[src/hw/rtl/ksg_pkg.sv]
`default_nettype none
// ----------------------------------------------------------------------------
// ksg_pkg
// shared types, command codes, key map and quarter-wave sine math for the
// keyed sine tone generator
// ----------------------------------------------------------------------------
package ksg_pkg;

    typedef logic [1:0]  t_op;
    typedef logic [7:0]  t_key;
    typedef logic [14:0] t_gain;
    typedef logic [15:0] t_sample;

    // command codes
    localparam t_op OP_TICK    = 2'd0;
    localparam t_op OP_PRESS   = 2'd1;
    localparam t_op OP_RELEASE = 2'd2;

    localparam t_gain GAIN_RESET = 15'd22938;

    // key map: a w s e d f t g y h u j k -> C4 .. C5, q -> 0 Hz
    localparam int unsigned KEY_COUNT = 13;
    localparam t_key KEY_QUIT = 8'h71;
    localparam t_key KEY_CHARS [KEY_COUNT] = '{
        8'h61, 8'h77, 8'h73, 8'h65, 8'h64, 8'h66, 8'h74,
        8'h67, 8'h79, 8'h68, 8'h75, 8'h6a, 8'h6b
    };
    // note frequencies in hundredths of a hertz
    localparam logic [15:0] KEY_CENTIHZ [KEY_COUNT] = '{
        16'd26163, 16'd27718, 16'd29366, 16'd31113, 16'd32963, 16'd34923, 16'd36999,
        16'd39200, 16'd41530, 16'd44000, 16'd46616, 16'd49388, 16'd52325
    };

    // taylor coefficients of sin(pi/2 x), q30 magnitudes
    localparam logic [63:0] SC1 = 64'd1686629713;
    localparam logic [63:0] SC3 = 64'd693598668;
    localparam logic [63:0] SC5 = 64'd85569306;
    localparam logic [63:0] SC7 = 64'd5026995;
    localparam logic [63:0] SC9 = 64'd172272;
    localparam logic [63:0] Q30_ONE = 64'd1 << 30;

    // sin(pi/2 x) for x in q30 within [0, 1], result in q15 (0..32767)
    // only evaluated on constants, so it folds into a table
    function automatic t_gain quarter_sine(input logic [63:0] x);
        logic [63:0] x2;
        logic [63:0] t;
        x2 = (x * x) >> 30;
        t  = SC7 - ((x2 * SC9) >> 30);
        t  = SC5 - ((x2 * t) >> 30);
        t  = SC3 - ((x2 * t) >> 30);
        t  = SC1 - ((x2 * t) >> 30);
        t  = (x * t) >> 30;
        if (t > Q30_ONE) begin
            t = Q30_ONE;
        end
        t = (t + 64'd16384) >> 15;
        if (t > 64'd32767) begin
            t = 64'd32767;
        end
        return t[14:0];
    endfunction

endpackage
`default_nettype wire

[src/hw/rtl/ksg_cmd_if.sv]
`default_nettype none
// ----------------------------------------------------------------------------
// ksg_cmd_if
// command channel: sample ticks, key presses and key releases
// ----------------------------------------------------------------------------
interface ksg_cmd_if
    import ksg_pkg::*;
();
    logic valid;
    logic ready;
    t_op  op;
    t_key key_code;

    modport source (output valid, output op, output key_code, input ready);
    modport sink   (input valid, input op, input key_code, output ready);
endinterface
`default_nettype wire

[src/hw/rtl/ksg_tone_if.sv]
`default_nettype none
// ----------------------------------------------------------------------------
// ksg_tone_if
// audio sample channel, one signed q1.15 sample per beat
// ----------------------------------------------------------------------------
interface ksg_tone_if;
    logic               valid;
    logic               ready;
    logic signed [15:0] sample;

    modport source (output valid, output sample, input ready);
    modport sink   (input valid, input sample, output ready);
endinterface
`default_nettype wire

[src/hw/rtl/ksg_cfg_if.sv]
`default_nettype none
// ----------------------------------------------------------------------------
// ksg_cfg_if
// volume gain write channel
// ----------------------------------------------------------------------------
interface ksg_cfg_if
    import ksg_pkg::*;
();
    logic  valid;
    logic  ready;
    t_gain volume_gain;

    modport source (output valid, output volume_gain, input ready);
    modport sink   (input valid, input volume_gain, output ready);
endinterface
`default_nettype wire

[src/hw/rtl/keyed_sine_tone_generator.sv]
`default_nettype none
// ----------------------------------------------------------------------------
// keyed_sine_tone_generator
// keyboard driven direct digital synthesis sine oscillator
// ----------------------------------------------------------------------------
// A key press on i_cmd picks one of thirteen semitones from C4 to C5 ('q'
// gives 0 Hz, other keys keep the current note) and starts playback; a release
// of the held key stops it. Every tick beat taken while playing advances the
// phase accumulator by the note's tuning word and yields one sample on o_tone,
// the sine of the new phase scaled by the volume gain; ticks while silent are
// consumed with no output and the phase holds. The block takes one command
// beat per clock while i_cmd ready is high: key state and phase update at the
// edge that takes the beat, and a tick's sample goes through the pending tick
// stage into the o_tone output register, from which it is offered. The single
// stage between the phase snapshot and the output register (quarter-wave
// table read, one 15x15 gain multiply with rounding, sign) is combinational.
// Stall on o_tone holds the output register and one pending tick; i_cmd
// ready drops only when both are full. i_cfg is always ready and should be
// written only while no sample is pending.
// ----------------------------------------------------------------------------
module keyed_sine_tone_generator
    import ksg_pkg::*;
#(
    parameter int unsigned SAMPLE_RATE     = 44100,
    parameter int unsigned PHASE_BITS      = 32,
    parameter int unsigned SINE_TABLE_BITS = 8
) (
    input  wire         i_clk,
    input  wire         i_rst_n,
    ksg_cmd_if.sink     i_cmd,
    ksg_cfg_if.sink     i_cfg,
    ksg_tone_if.source  o_tone
);

    localparam int unsigned QB      = SINE_TABLE_BITS - 2;   // bits within a quarter
    localparam int unsigned QSIZE   = 1 << QB;
    localparam int unsigned KEY_IW  = $clog2(KEY_COUNT);
    localparam logic [79:0] TW_DEN  = 80'(100 * SAMPLE_RATE);
    localparam logic [79:0] TW_HALF = 80'(50 * SAMPLE_RATE);

    // tuning words per key, folded at elaboration: round(f * 2^P / rate)
    logic [PHASE_BITS-1:0] w_tw [KEY_COUNT];
    for (genvar gk = 0; gk < KEY_COUNT; gk++) begin : g_tw
        localparam logic [79:0] NUM = (80'(KEY_CENTIHZ[gk]) << PHASE_BITS) + TW_HALF;
        localparam logic [79:0] TW  = NUM / TW_DEN;
        assign w_tw[gk] = TW[PHASE_BITS-1:0];
    end

    // quarter-wave table, one entry past the quarter for the mirrored peak
    t_gain w_rom [QSIZE+1];
    for (genvar gq = 0; gq <= QSIZE; gq++) begin : g_rom
        assign w_rom[gq] = quarter_sine(64'(gq) << (30 - QB));
    end

    // ---------------- key state and phase ----------------
    logic                  r_playing;
    t_key                  r_held;
    logic [PHASE_BITS-1:0] r_tw;
    logic [PHASE_BITS-1:0] r_phase;
    logic [PHASE_BITS-1:0] n_phase;
    t_gain                 r_gain;

    // pending tick stage: sine index of the new phase
    logic                       r_a_vld;
    logic [SINE_TABLE_BITS-1:0] r_a_idx;

    // output register
    logic           r_out_vld;
    t_sample        r_out;

    logic w_out_adv;
    logic w_a_free;
    logic w_cmd_acc;
    logic w_tick_fire;

    // key lookup
    logic              w_hit;
    logic [KEY_IW-1:0] w_kidx;

    assign w_out_adv   = !r_out_vld || o_tone.ready;
    assign w_a_free    = !r_a_vld || w_out_adv;
    assign i_cmd.ready = w_a_free;
    assign w_cmd_acc   = i_cmd.valid && w_a_free;
    assign w_tick_fire = w_cmd_acc && (i_cmd.op == OP_TICK) && r_playing;
    assign n_phase     = r_phase + r_tw;

    always_comb begin
        w_hit  = 1'b0;
        w_kidx = '0;
        for (int i = 0; i < KEY_COUNT; i++) begin
            if (i_cmd.key_code == KEY_CHARS[i]) begin
                w_hit  = 1'b1;
                w_kidx = KEY_IW'(i);
            end
        end
    end

    always_ff @(posedge i_clk) begin
        if (!i_rst_n) begin
            r_playing <= 1'b0;
            r_held    <= '0;
            r_tw      <= '0;
            r_phase   <= '0;
        end else if (w_cmd_acc) begin
            case (i_cmd.op)
                OP_TICK: begin
                    if (r_playing) begin
                        r_phase <= n_phase;
                    end
                end
                OP_PRESS: begin
                    // a held key that is still sounding is key repeat
                    if (i_cmd.key_code != r_held || !r_playing) begin
                        if (i_cmd.key_code == KEY_QUIT) begin
                            r_tw <= '0;
                        end else if (w_hit) begin
                            r_tw <= w_tw[w_kidx];
                        end
                        r_held    <= i_cmd.key_code;
                        r_playing <= 1'b1;
                    end
                end
                OP_RELEASE: begin
                    if (i_cmd.key_code == r_held) begin
                        r_playing <= 1'b0;
                    end
                end
                default: begin
                    // unused code, dropped
                end
            endcase
        end
    end

    // volume register
    assign i_cfg.ready = 1'b1;

    always_ff @(posedge i_clk) begin
        if (!i_rst_n) begin
            r_gain <= GAIN_RESET;
        end else if (i_cfg.valid) begin
            r_gain <= i_cfg.volume_gain;
        end
    end

    // ---------------- tick pipeline ----------------
    always_ff @(posedge i_clk) begin
        if (!i_rst_n) begin
            r_a_vld <= 1'b0;
        end else if (w_a_free) begin
            r_a_vld <= w_tick_fire;
        end
    end

    always_ff @(posedge i_clk) begin
        if (w_tick_fire) begin
            r_a_idx <= n_phase[PHASE_BITS-1 -: SINE_TABLE_BITS];
        end
    end

    // quadrant fold, table read, gain and sign
    logic [1:0]    w_quad;
    logic [QB-1:0] w_pos;
    logic [QB:0]   w_p;
    t_gain         w_sin;
    logic [29:0]   w_prod;
    logic [30:0]   w_rnd;
    t_sample       w_mag;
    t_sample       n_out;

    always_comb begin
        w_quad = r_a_idx[SINE_TABLE_BITS-1 -: 2];
        w_pos  = r_a_idx[QB-1:0];
        w_p    = w_quad[0] ? ((QB+1)'(QSIZE) - {1'b0, w_pos}) : {1'b0, w_pos};
        w_sin  = w_rom[w_p];
        w_prod = 30'(w_sin) * 30'(r_gain);
        w_rnd  = {1'b0, w_prod} + 31'd16384;
        w_mag  = w_rnd[30:15];
        n_out  = w_quad[1] ? (16'd0 - w_mag) : w_mag;
    end

    always_ff @(posedge i_clk) begin
        if (!i_rst_n) begin
            r_out_vld <= 1'b0;
        end else if (w_out_adv) begin
            r_out_vld <= r_a_vld;
        end
    end

    always_ff @(posedge i_clk) begin
        if (w_out_adv && r_a_vld) begin
            r_out <= n_out;
        end
    end

    assign o_tone.valid  = r_out_vld;
    assign o_tone.sample = r_out;

`ifndef SYNTHESIS
    // a playing tick always lands in the pending stage
    a_tick_pending: assert property (@(posedge i_clk) disable iff (!i_rst_n)
        w_tick_fire |=> r_a_vld)
        else $error("playing tick did not enter the pending stage");

    // the phase only moves on a playing tick
    a_phase_hold: assert property (@(posedge i_clk) disable iff (!i_rst_n)
        !w_tick_fire |=> $stable(r_phase))
        else $error("phase moved without a playing tick");

    // commands stall only when both the pending stage and the output are full
    a_ready_full: assert property (@(posedge i_clk) disable iff (!i_rst_n)
        !i_cmd.ready |-> (r_a_vld && r_out_vld))
        else $error("command stall with a free stage");

    // releasing the held key silences the tone
    a_release_stop: assert property (@(posedge i_clk) disable iff (!i_rst_n)
        (w_cmd_acc && (i_cmd.op == OP_RELEASE) && (i_cmd.key_code == r_held))
        |=> !r_playing)
        else $error("release of held key did not stop playback");
`endif

endmodule
`default_nettype wire
[src/flat_wrapper.sv]
// flat-port wrapper written by rule: the top's interface ports become plain ports
module keyed_sine_tone_generator_flat import ksg_pkg::*;
#(
    parameter int unsigned SAMPLE_RATE     = 44100,
    parameter int unsigned PHASE_BITS      = 32,
    parameter int unsigned SINE_TABLE_BITS = 8
)
  (i_clk, i_rst_n, i_cmd_valid, i_cmd_op, i_cmd_key_code, i_cmd_ready, i_cfg_valid, i_cfg_volume_gain, i_cfg_ready, o_tone_valid, o_tone_sample, o_tone_ready);
  ksg_cmd_if i_cmd_i ();
  ksg_cfg_if i_cfg_i ();
  ksg_tone_if o_tone_i ();
  input  wire i_clk;
  input  wire i_rst_n;
  input wire logic [$bits(i_cmd_i.valid)-1:0] i_cmd_valid;
  input wire logic [$bits(i_cmd_i.op)-1:0] i_cmd_op;
  input wire logic [$bits(i_cmd_i.key_code)-1:0] i_cmd_key_code;
  output wire logic [$bits(i_cmd_i.ready)-1:0] i_cmd_ready;
  input wire logic [$bits(i_cfg_i.valid)-1:0] i_cfg_valid;
  input wire logic [$bits(i_cfg_i.volume_gain)-1:0] i_cfg_volume_gain;
  output wire logic [$bits(i_cfg_i.ready)-1:0] i_cfg_ready;
  output wire logic [$bits(o_tone_i.valid)-1:0] o_tone_valid;
  output wire logic [$bits(o_tone_i.sample)-1:0] o_tone_sample;
  input wire logic [$bits(o_tone_i.ready)-1:0] o_tone_ready;
  assign i_cmd_i.valid = i_cmd_valid;
  assign i_cmd_i.op = i_cmd_op;
  assign i_cmd_i.key_code = i_cmd_key_code;
  assign i_cmd_ready = i_cmd_i.ready;
  assign i_cfg_i.valid = i_cfg_valid;
  assign i_cfg_i.volume_gain = i_cfg_volume_gain;
  assign i_cfg_ready = i_cfg_i.ready;
  assign o_tone_valid = o_tone_i.valid;
  assign o_tone_sample = o_tone_i.sample;
  assign o_tone_i.ready = o_tone_ready;
  keyed_sine_tone_generator #(.SAMPLE_RATE(SAMPLE_RATE), .PHASE_BITS(PHASE_BITS), .SINE_TABLE_BITS(SINE_TABLE_BITS)) u_core (.i_clk(i_clk), .i_rst_n(i_rst_n), .i_cmd(i_cmd_i), .i_cfg(i_cfg_i), .o_tone(o_tone_i));
endmodule
[config.mk]
export PLATFORM = sky130hd
export DESIGN_NAME = keyed_sine_tone_generator_flat
export DESIGN_NICKNAME = d
export VERILOG_FILES = /design/src/hw/rtl/ksg_pkg.sv /design/src/hw/rtl/ksg_cmd_if.sv /design/src/hw/rtl/ksg_tone_if.sv /design/src/hw/rtl/ksg_cfg_if.sv /design/src/hw/rtl/keyed_sine_tone_generator.sv /design/src/flat_wrapper.sv
export SDC_FILE = /design/constraint.sdc
export NUM_CORES = 1
export LEC_CHECK = 0
export ABC_AREA = 1
export ABC_CLOCK_PERIOD_IN_PS = 8520
export BUFFER_PORTS_ARGS = -buffer_cell sky130_fd_sc_hd__buf_2
export CORE_MARGIN = 2
export CORE_UTILIZATION = 40
export DETAILED_ROUTE_END_ITERATION = 7
export GPL_TIMING_DRIVEN = 0
export SLEW_MARGIN = 20
export SYNTH_ARGS = -nofsm -noshare
export SYNTH_HDL_FRONTEND = slang
export SYNTH_SLANG_ARGS = --single-unit
[constraint.sdc]
create_clock -name i_clk -period 8.52 [get_ports i_clk]
set_clock_uncertainty 0.2 [all_clocks]
set_input_delay 0 -clock i_clk [delete_from_list [all_inputs] [get_ports i_clk]]
set_output_delay 0 -clock i_clk [all_outputs]
set_load 0.05 [all_outputs]
After elaboration in Yosys (flattened, before gate mapping). Memory sizes are Yosys's and may differ from the RTL's. Index checks and enable logic that the tools add are counted.

Divide/modulo/power cells: 0. Bitwise gates (word level): 2. Multiply operators: 1. Shift operators: 0. Muxes and demuxes: 36. Add/subtract/negate cells: 4. $lt $le $gt $ge: 2. Equal/unequal tests: 20. Reduce and logical (&&, ||, !) cells: 17.

Operators with widths (count): 2-to-1 mux 32 bit (4); == test 8 x 7 -> 1 bit, second input constant (14); adder 32 bit (1); adder 30 x 15 -> 31 bit, second input constant (1); multiplier 15 x 15 -> 30 bit (1); 2-to-1 mux 15 bit (2); 2-to-1 mux 4 bit (5); 2-to-1 mux 1 bit (16); 2-to-1 mux 16 bit (1); subtractor 1 x 16 -> 16 bit, first input constant (1); 2-to-1 mux 3 bit (4); == test 8 bit (1); greater-or-equal comparator 8 bit, second input constant (1); inequality test 8 bit (1); inverter 7 -> 8 bit (1); AND reduction 4 bit (2); 2-to-1 mux 7 bit (1); subtractor 7 x 6 -> 7 bit, first input constant (1); AND reduction 3 bit (2); greater-or-equal comparator 5 bit, second input constant (1); inverter 4 -> 5 bit (1); logical AND 1 bit (4); 2-to-1 mux 2 bit (2); inequality test 2 x 1 -> 1 bit, second input constant (2); 7 further kinds (12).

Memories: 2. Output and inout bits: 19. Input port bits: 30. RAM bits: 0. Bits in latches: 0. Bits in registers: 114. Bits in read-only memories: 2432. Logic and storage cells: 93.

Memories: (name not given) (words 128, width 15, rd ports 1, clocked after memory_dff 0, write ports 0, RTL line keyed_sine_tone_generator.sv:175) `w_sin = w_rom[w_p];`; (name not given) (words 16, width 32, rd ports 1, clocked after memory_dff 0, write ports 0, RTL line keyed_sine_tone_generator.sv:117) `r_tw <= w_tw[w_kidx];`.

Depth between registers and ports, before layout.
Depth after elaboration: 19. Depth in mapped cells: 48. Mapped depth without buffers: 48.

Worst setup path after synthesis. OpenSTA, ideal clock, no wires.

Kind: register to register. From: register u_core.r_a_idx[0]. To: register u_core.r_out[14] (netlist: u_core.o_tone.sample[14]) (data pin). Clock period less this slack: 8327 ps. Setup slack: 193 ps. Data required time: 8068 ps. Library setup time: 252 ps. Buffers on the path: 1. Stages on the path, launching flop included: 42. Data arrival time: 7875 ps. Cells stage by stage: edfxtp_1 -> inv_2 -> ha_1 -> inv_1 -> nand2_1 -> o21ai_2 -> inv_2 -> ha_1 -> nor2_1 -> o21ai_0 -> o211ai_1 -> nor2_1 -> o311ai_1 -> clkbuf_1 -> nand2_1 -> fa_1 -> inv_1 -> fa_1 -> [6 not listed] -> ha_1 -> a21oi_1 -> inv_1 -> a31oi_1 -> o21ai_0 -> a21oi_1 -> nand2_1 -> or2_1 -> nand2_1 -> inv_1 -> nor2_2 -> inv_1 -> nor2_1 -> nand3_1 -> nand2_1 -> nand2_1 -> nand2_1 -> nand2_1.

Word-level cells in the longest chain between the ends: 10.

RTL lines: start, declared (RTL line keyed_sine_tone_generator.sv:65) `logic [SINE_TABLE_BITS-1:0] r_a_idx;`; start signal, assigned (RTL line keyed_sine_tone_generator.sv:157) `r_a_idx <= n_phase[PHASE_BITS-1 -: SINE_TABLE_BITS];`; subtractor 7 x 6 -> 7 bit (RTL line keyed_sine_tone_generator.sv:174) `w_p = w_quad[0] ? ((QB+1)'(QSIZE) - {1'b0, w_pos}) : {1'b0, w_pos};`; 2-to-1 mux 7 bit (*) (RTL line keyed_sine_tone_generator.sv:174); inverter 7 -> 8 bit (not written as such) (*) (RTL line keyed_sine_tone_generator.sv:175); memory (128 x 15 bit) (*); 2-to-1 mux 15 bit (not written as such) (*) (2 in series) (RTL line keyed_sine_tone_generator.sv:175); multiplier 15 x 15 -> 30 bit (*) (RTL line keyed_sine_tone_generator.sv:176) `w_prod = 30'(w_sin) * 30'(r_gain);`; adder 30 x 15 -> 31 bit (*) (RTL line keyed_sine_tone_generator.sv:177) `w_rnd = {1'b0, w_prod} + 31'd16384;`; subtractor 1 x 16 -> 16 bit (RTL line keyed_sine_tone_generator.sv:179) `n_out = w_quad[1] ? (16'd0 - w_mag) : w_mag;`; 2-to-1 mux 16 bit (*) (RTL line keyed_sine_tone_generator.sv:179); named net u_core.n_out[14] (RTL line keyed_sine_tone_generator.sv:169) `t_sample n_out;`; end signal, assigned (RTL line keyed_sine_tone_generator.sv:192) `r_out <= n_out;`; end, declared (RTL line keyed_sine_tone_generator.sv:69) `t_sample r_out;`.

The timed path passes the listed nets; every way through them passes the cells marked *. The select of a mux whose other input is x is not followed. A chain may end at the register's enable or synchronous reset.

Worst setup path after layout.
From: register u_core.r_a_idx[0]. To: register u_core.r_out[10] (netlist: u_core.o_tone.sample[10]) (data pin).

Same word-level chain as after synthesis.

==> results.sh <==
export IMPL_port_buffer_count=46
export IMPL_cts_tree="done"
export IMPL_dpl_hpwl_um=38300
export IMPL_reg2reg_slack_ps=150
export IMPL_first_pass_iters=6
export IMPL_fin_crit_sh_pct=98.2
export IMPL_final_cell_mix="inv_1, nand2_1, nor2_1"
export IMPL_row_count=72
export IMPL_endpoint="u_core.o_tone.sample[10]$_DFFE_PP_"
export IMPL_layout_min_cycle_time_ps=8370
export IMPL_synth_edf_count=24
export IMPL_antenna_found_initial=1
export IMPL_gp_congestion=1.01
export IMPL_timing_rr_end="u_core.o_tone.sample[10]$_DFFE_PP_"
export IMPL_worst_slack_ps=149
export IMPL_yosysWarnings=0
export IMPL_areaGrowthSynthToFinish_pct=19.6
export IMPL_finalHoldViolations=0
export IMPL_ios=49
export IMPL_num_vias=14700
export IMPL_die_h_um=202
export IMPL_status="complete, no violations"
export IMPL_arrival_ps=8320
export IMPL_crit_required_ps=8470
export IMPL_cp_slowest_cell="fa_2"
export IMPL_cts_root_buf="clkbuf_16"
export IMPL_slew_headroom_pct=37.3
export IMPL_initial_utilization_pct=40.5
export IMPL_hold_start="i_cfg_valid"
export IMPL_wl_um=48900
export IMPL_grt_pass1_vias=14800
export IMPL_max_stage_delay_ps=590
export IMPL_ant_nets=0
export IMPL_final_common_cell="inv_1"
export IMPL_die_area_um2=40700
export IMPL_grt_first_pass_wirelength_um=77700
export IMPL_ys_types=67
export IMPL_cts_buffers=9
export IMPL_grt_usage_pct=24.3
export IMPL_yosys_register_bits=108
export IMPL_post_place_ws_ps=-1630
export IMPL_core_area_um2=38600
export IMPL_final_setup_tns_ps=0
export IMPL_synthTopCellsByArea="fa_1, ha_1, dfxtp_1, inv_1, nand2_1"
export IMPL_crit_top_cell="inv_1"
export IMPL_wl_per_cell_um=17.3
export IMPL_syn_area_um2=15600
export IMPL_crit_type="reg2reg"
export IMPL_final_nets=2663
export IMPL_timing_fmax_mhz=119
export IMPL_drt_iter0_markers=926
export IMPL_start_kind="flip-flop"
export IMPL_setup_viol=0
export IMPL_max_cap_viol_count=0
export IMPL_cts_htree_levels=3
export IMPL_drv_slew=0
export IMPL_tightest_slew_ps=941
export IMPL_endpoint_kind="flip-flop"
export IMPL_hold_path_class="in2reg"
export IMPL_synthesis_nets=2497
export IMPL_yosysSeqAreaShare_pct=15.4
export IMPL_n_fill_cell=3810
export IMPL_synthCells=2140
export IMPL_async_reset_ff_share_pct=0
export IMPL_synth_top_area_share_pct=21.6
export IMPL_layout_drive_gt1_share_pct=16.4
export IMPL_cp_max_fo=7
export IMPL_grt_max_degree=23
export IMPL_r2r_worst_path_cells=43
export IMPL_postSynthAreaPerCell_um2=7.31
export IMPL_cts_sinks=108
export IMPL_crit_start="u_core.r_a_idx[0]$_DFFE_PP_"
export IMPL_grt_overflow=0
export IMPL_r2r_start="u_core.r_a_idx[0]$_DFFE_PP_"
export IMPL_synth_area_leader_cell="fa_1"
export IMPL_ys_flop_type="dfxtp_1"
export IMPL_cts_buffer_depth=2
export IMPL_drc=0
export IMPL_clk_pin_slew_ps=90
export IMPL_vias_per_cell=5.19
export IMPL_die_x_um=202
export IMPL_final_util_pct=48.4
export IMPL_worstSkewPairLatency_ps=390
[state kept, by name, summed over array words and instances, names as in the netlist]
name                  count
u_core.o_tone.sample     16
u_core.o_tone.valid       1
u_core.r_a_idx            8
u_core.r_a_vld            1
u_core.r_gain            15
u_core.r_held             8
u_core.r_phase           32
u_core.r_playing          1
u_core.r_tw              26
[what timing repair did]
action / in CTS / in global routing
hold endpoints to repair: 30 / 0
pin swaps: 8 / 111
gates cloned: 1 / 1
resized for setup: 94 / 176
hold buffers: 36 / 0
setup endpoints to repair: 16 / 13
buffers inserted: 18 / 54
[layer usage]
metal	wire [µm]	global-route usage (%)	part of all wire, %
met1	20200	30.2	41
met2	23200	41.5	48
met3	3280	3.92	6.7
met4	2160	10.7	4.4
met5	0	0	0
[cell usage after synthesis (3+ instances only)]
library cell,instances
nand4_1,17
nor2_4,3
xor2_1,26
dfxtp_1,84
nor3_1,15
o21ai_2,3
nand2_1,425
ha_1,158
o221ai_1,5
a22oi_1,5
a211oi_1,4
buf_1,4
a221oi_1,4
o21a_1,7
or2_2,4
inv_2,10
fa_1,169
xnor2_1,18
nand3_4,3
nor2_2,6
o21ai_0,113
a31oi_1,13
nor4_1,6
o211ai_1,10
o21bai_1,21
nand3_1,77
a32oi_1,7
edfxtp_1,24
a21boi_0,4
nand3b_1,3
o21ai_1,8
nor2_1,212
nand2_4,8
clkinv_1,7
a21oi_1,121
nand2_2,13
a21boi_1,4
buf_4,3
inv_1,428
nand3_2,10
clkbuf_1,47
[stage by stage]
| step | cell area, µm² | hold slack (ps) | instances |
|---|---|---|---|
| 2_1_floorplan | 15600 | -77.5 | 2140 |
| 3_3_place_gp | 16500 | 75.0 | 2704 |
| 3_5_place_dp | 16500 | 75.7 | 2704 |
| 4_1_cts | 17700 | 55.8 | 2774 |
| 5_1_grt | 18700 | 133 | 2830 |
| 6_report | 18700 | 73.2 | 2830 |
[final cells by class]
class                      count  area (µm²)  area share [%]
multi-input combinational   1530       12100            64.5
sequential                   108        2400            12.8
inverter                     446        1720            9.18
timing repair buffer         155        1230            6.56
tap                          518         648            3.46
buffer                        56         333            1.78
clock buffer                   9         225            1.20
clock inverter                 7        88.8           0.475
antenna                        1        2.50          0.0134
[worst max-delay path, delay by kind of cell, from the launching register on]
family                     cells  cell delay (ps)
DFF                            1              450
adders and majority gates     10             4080
xor gates and xnor gates       1              140
buffers and inverters         13             1070
and+or+nand+nor               16             1800
AOI/OAI and AO/OA              3              420
[worst min path at each step]
| stage | end | slack (ps) | cells past startpoint |
|---|---|---|---|
| detailed placement | u_core.r_gain[4]$_SDFFE_PN1P_ | 80 | 3 |
| finish | u_core.r_gain[3]$_SDFFE_PN1P_ | 70 | 3 |
| global placement | u_core.r_gain[14]$_SDFFE_PN1P_ | 80 | 3 |
| global route | u_core.r_gain[3]$_SDFFE_PN1P_ | 130 | 3 |
| floorplan | u_core.r_gain[11]$_SDFFE_PN1P_ | -80 | 2 |
| CTS | u_core.r_gain[4]$_SDFFE_PN1P_ | 60 | 3 |
[cell families after synthesis]
logic type | synth area share [%]
buffers and inverters | 12.2
AO/OA/AOI/OAI | 12.9
AND/OR/NAND/NOR | 22.5
adder cells (fa/ha/maj) | 34.3
other | 0.0240
XOR/XNOR | 2.74
flip-flops | 15.4
Power is not shown: default switching activity piles up to over one toggle a cycle in this logic, so the estimate is an artifact.
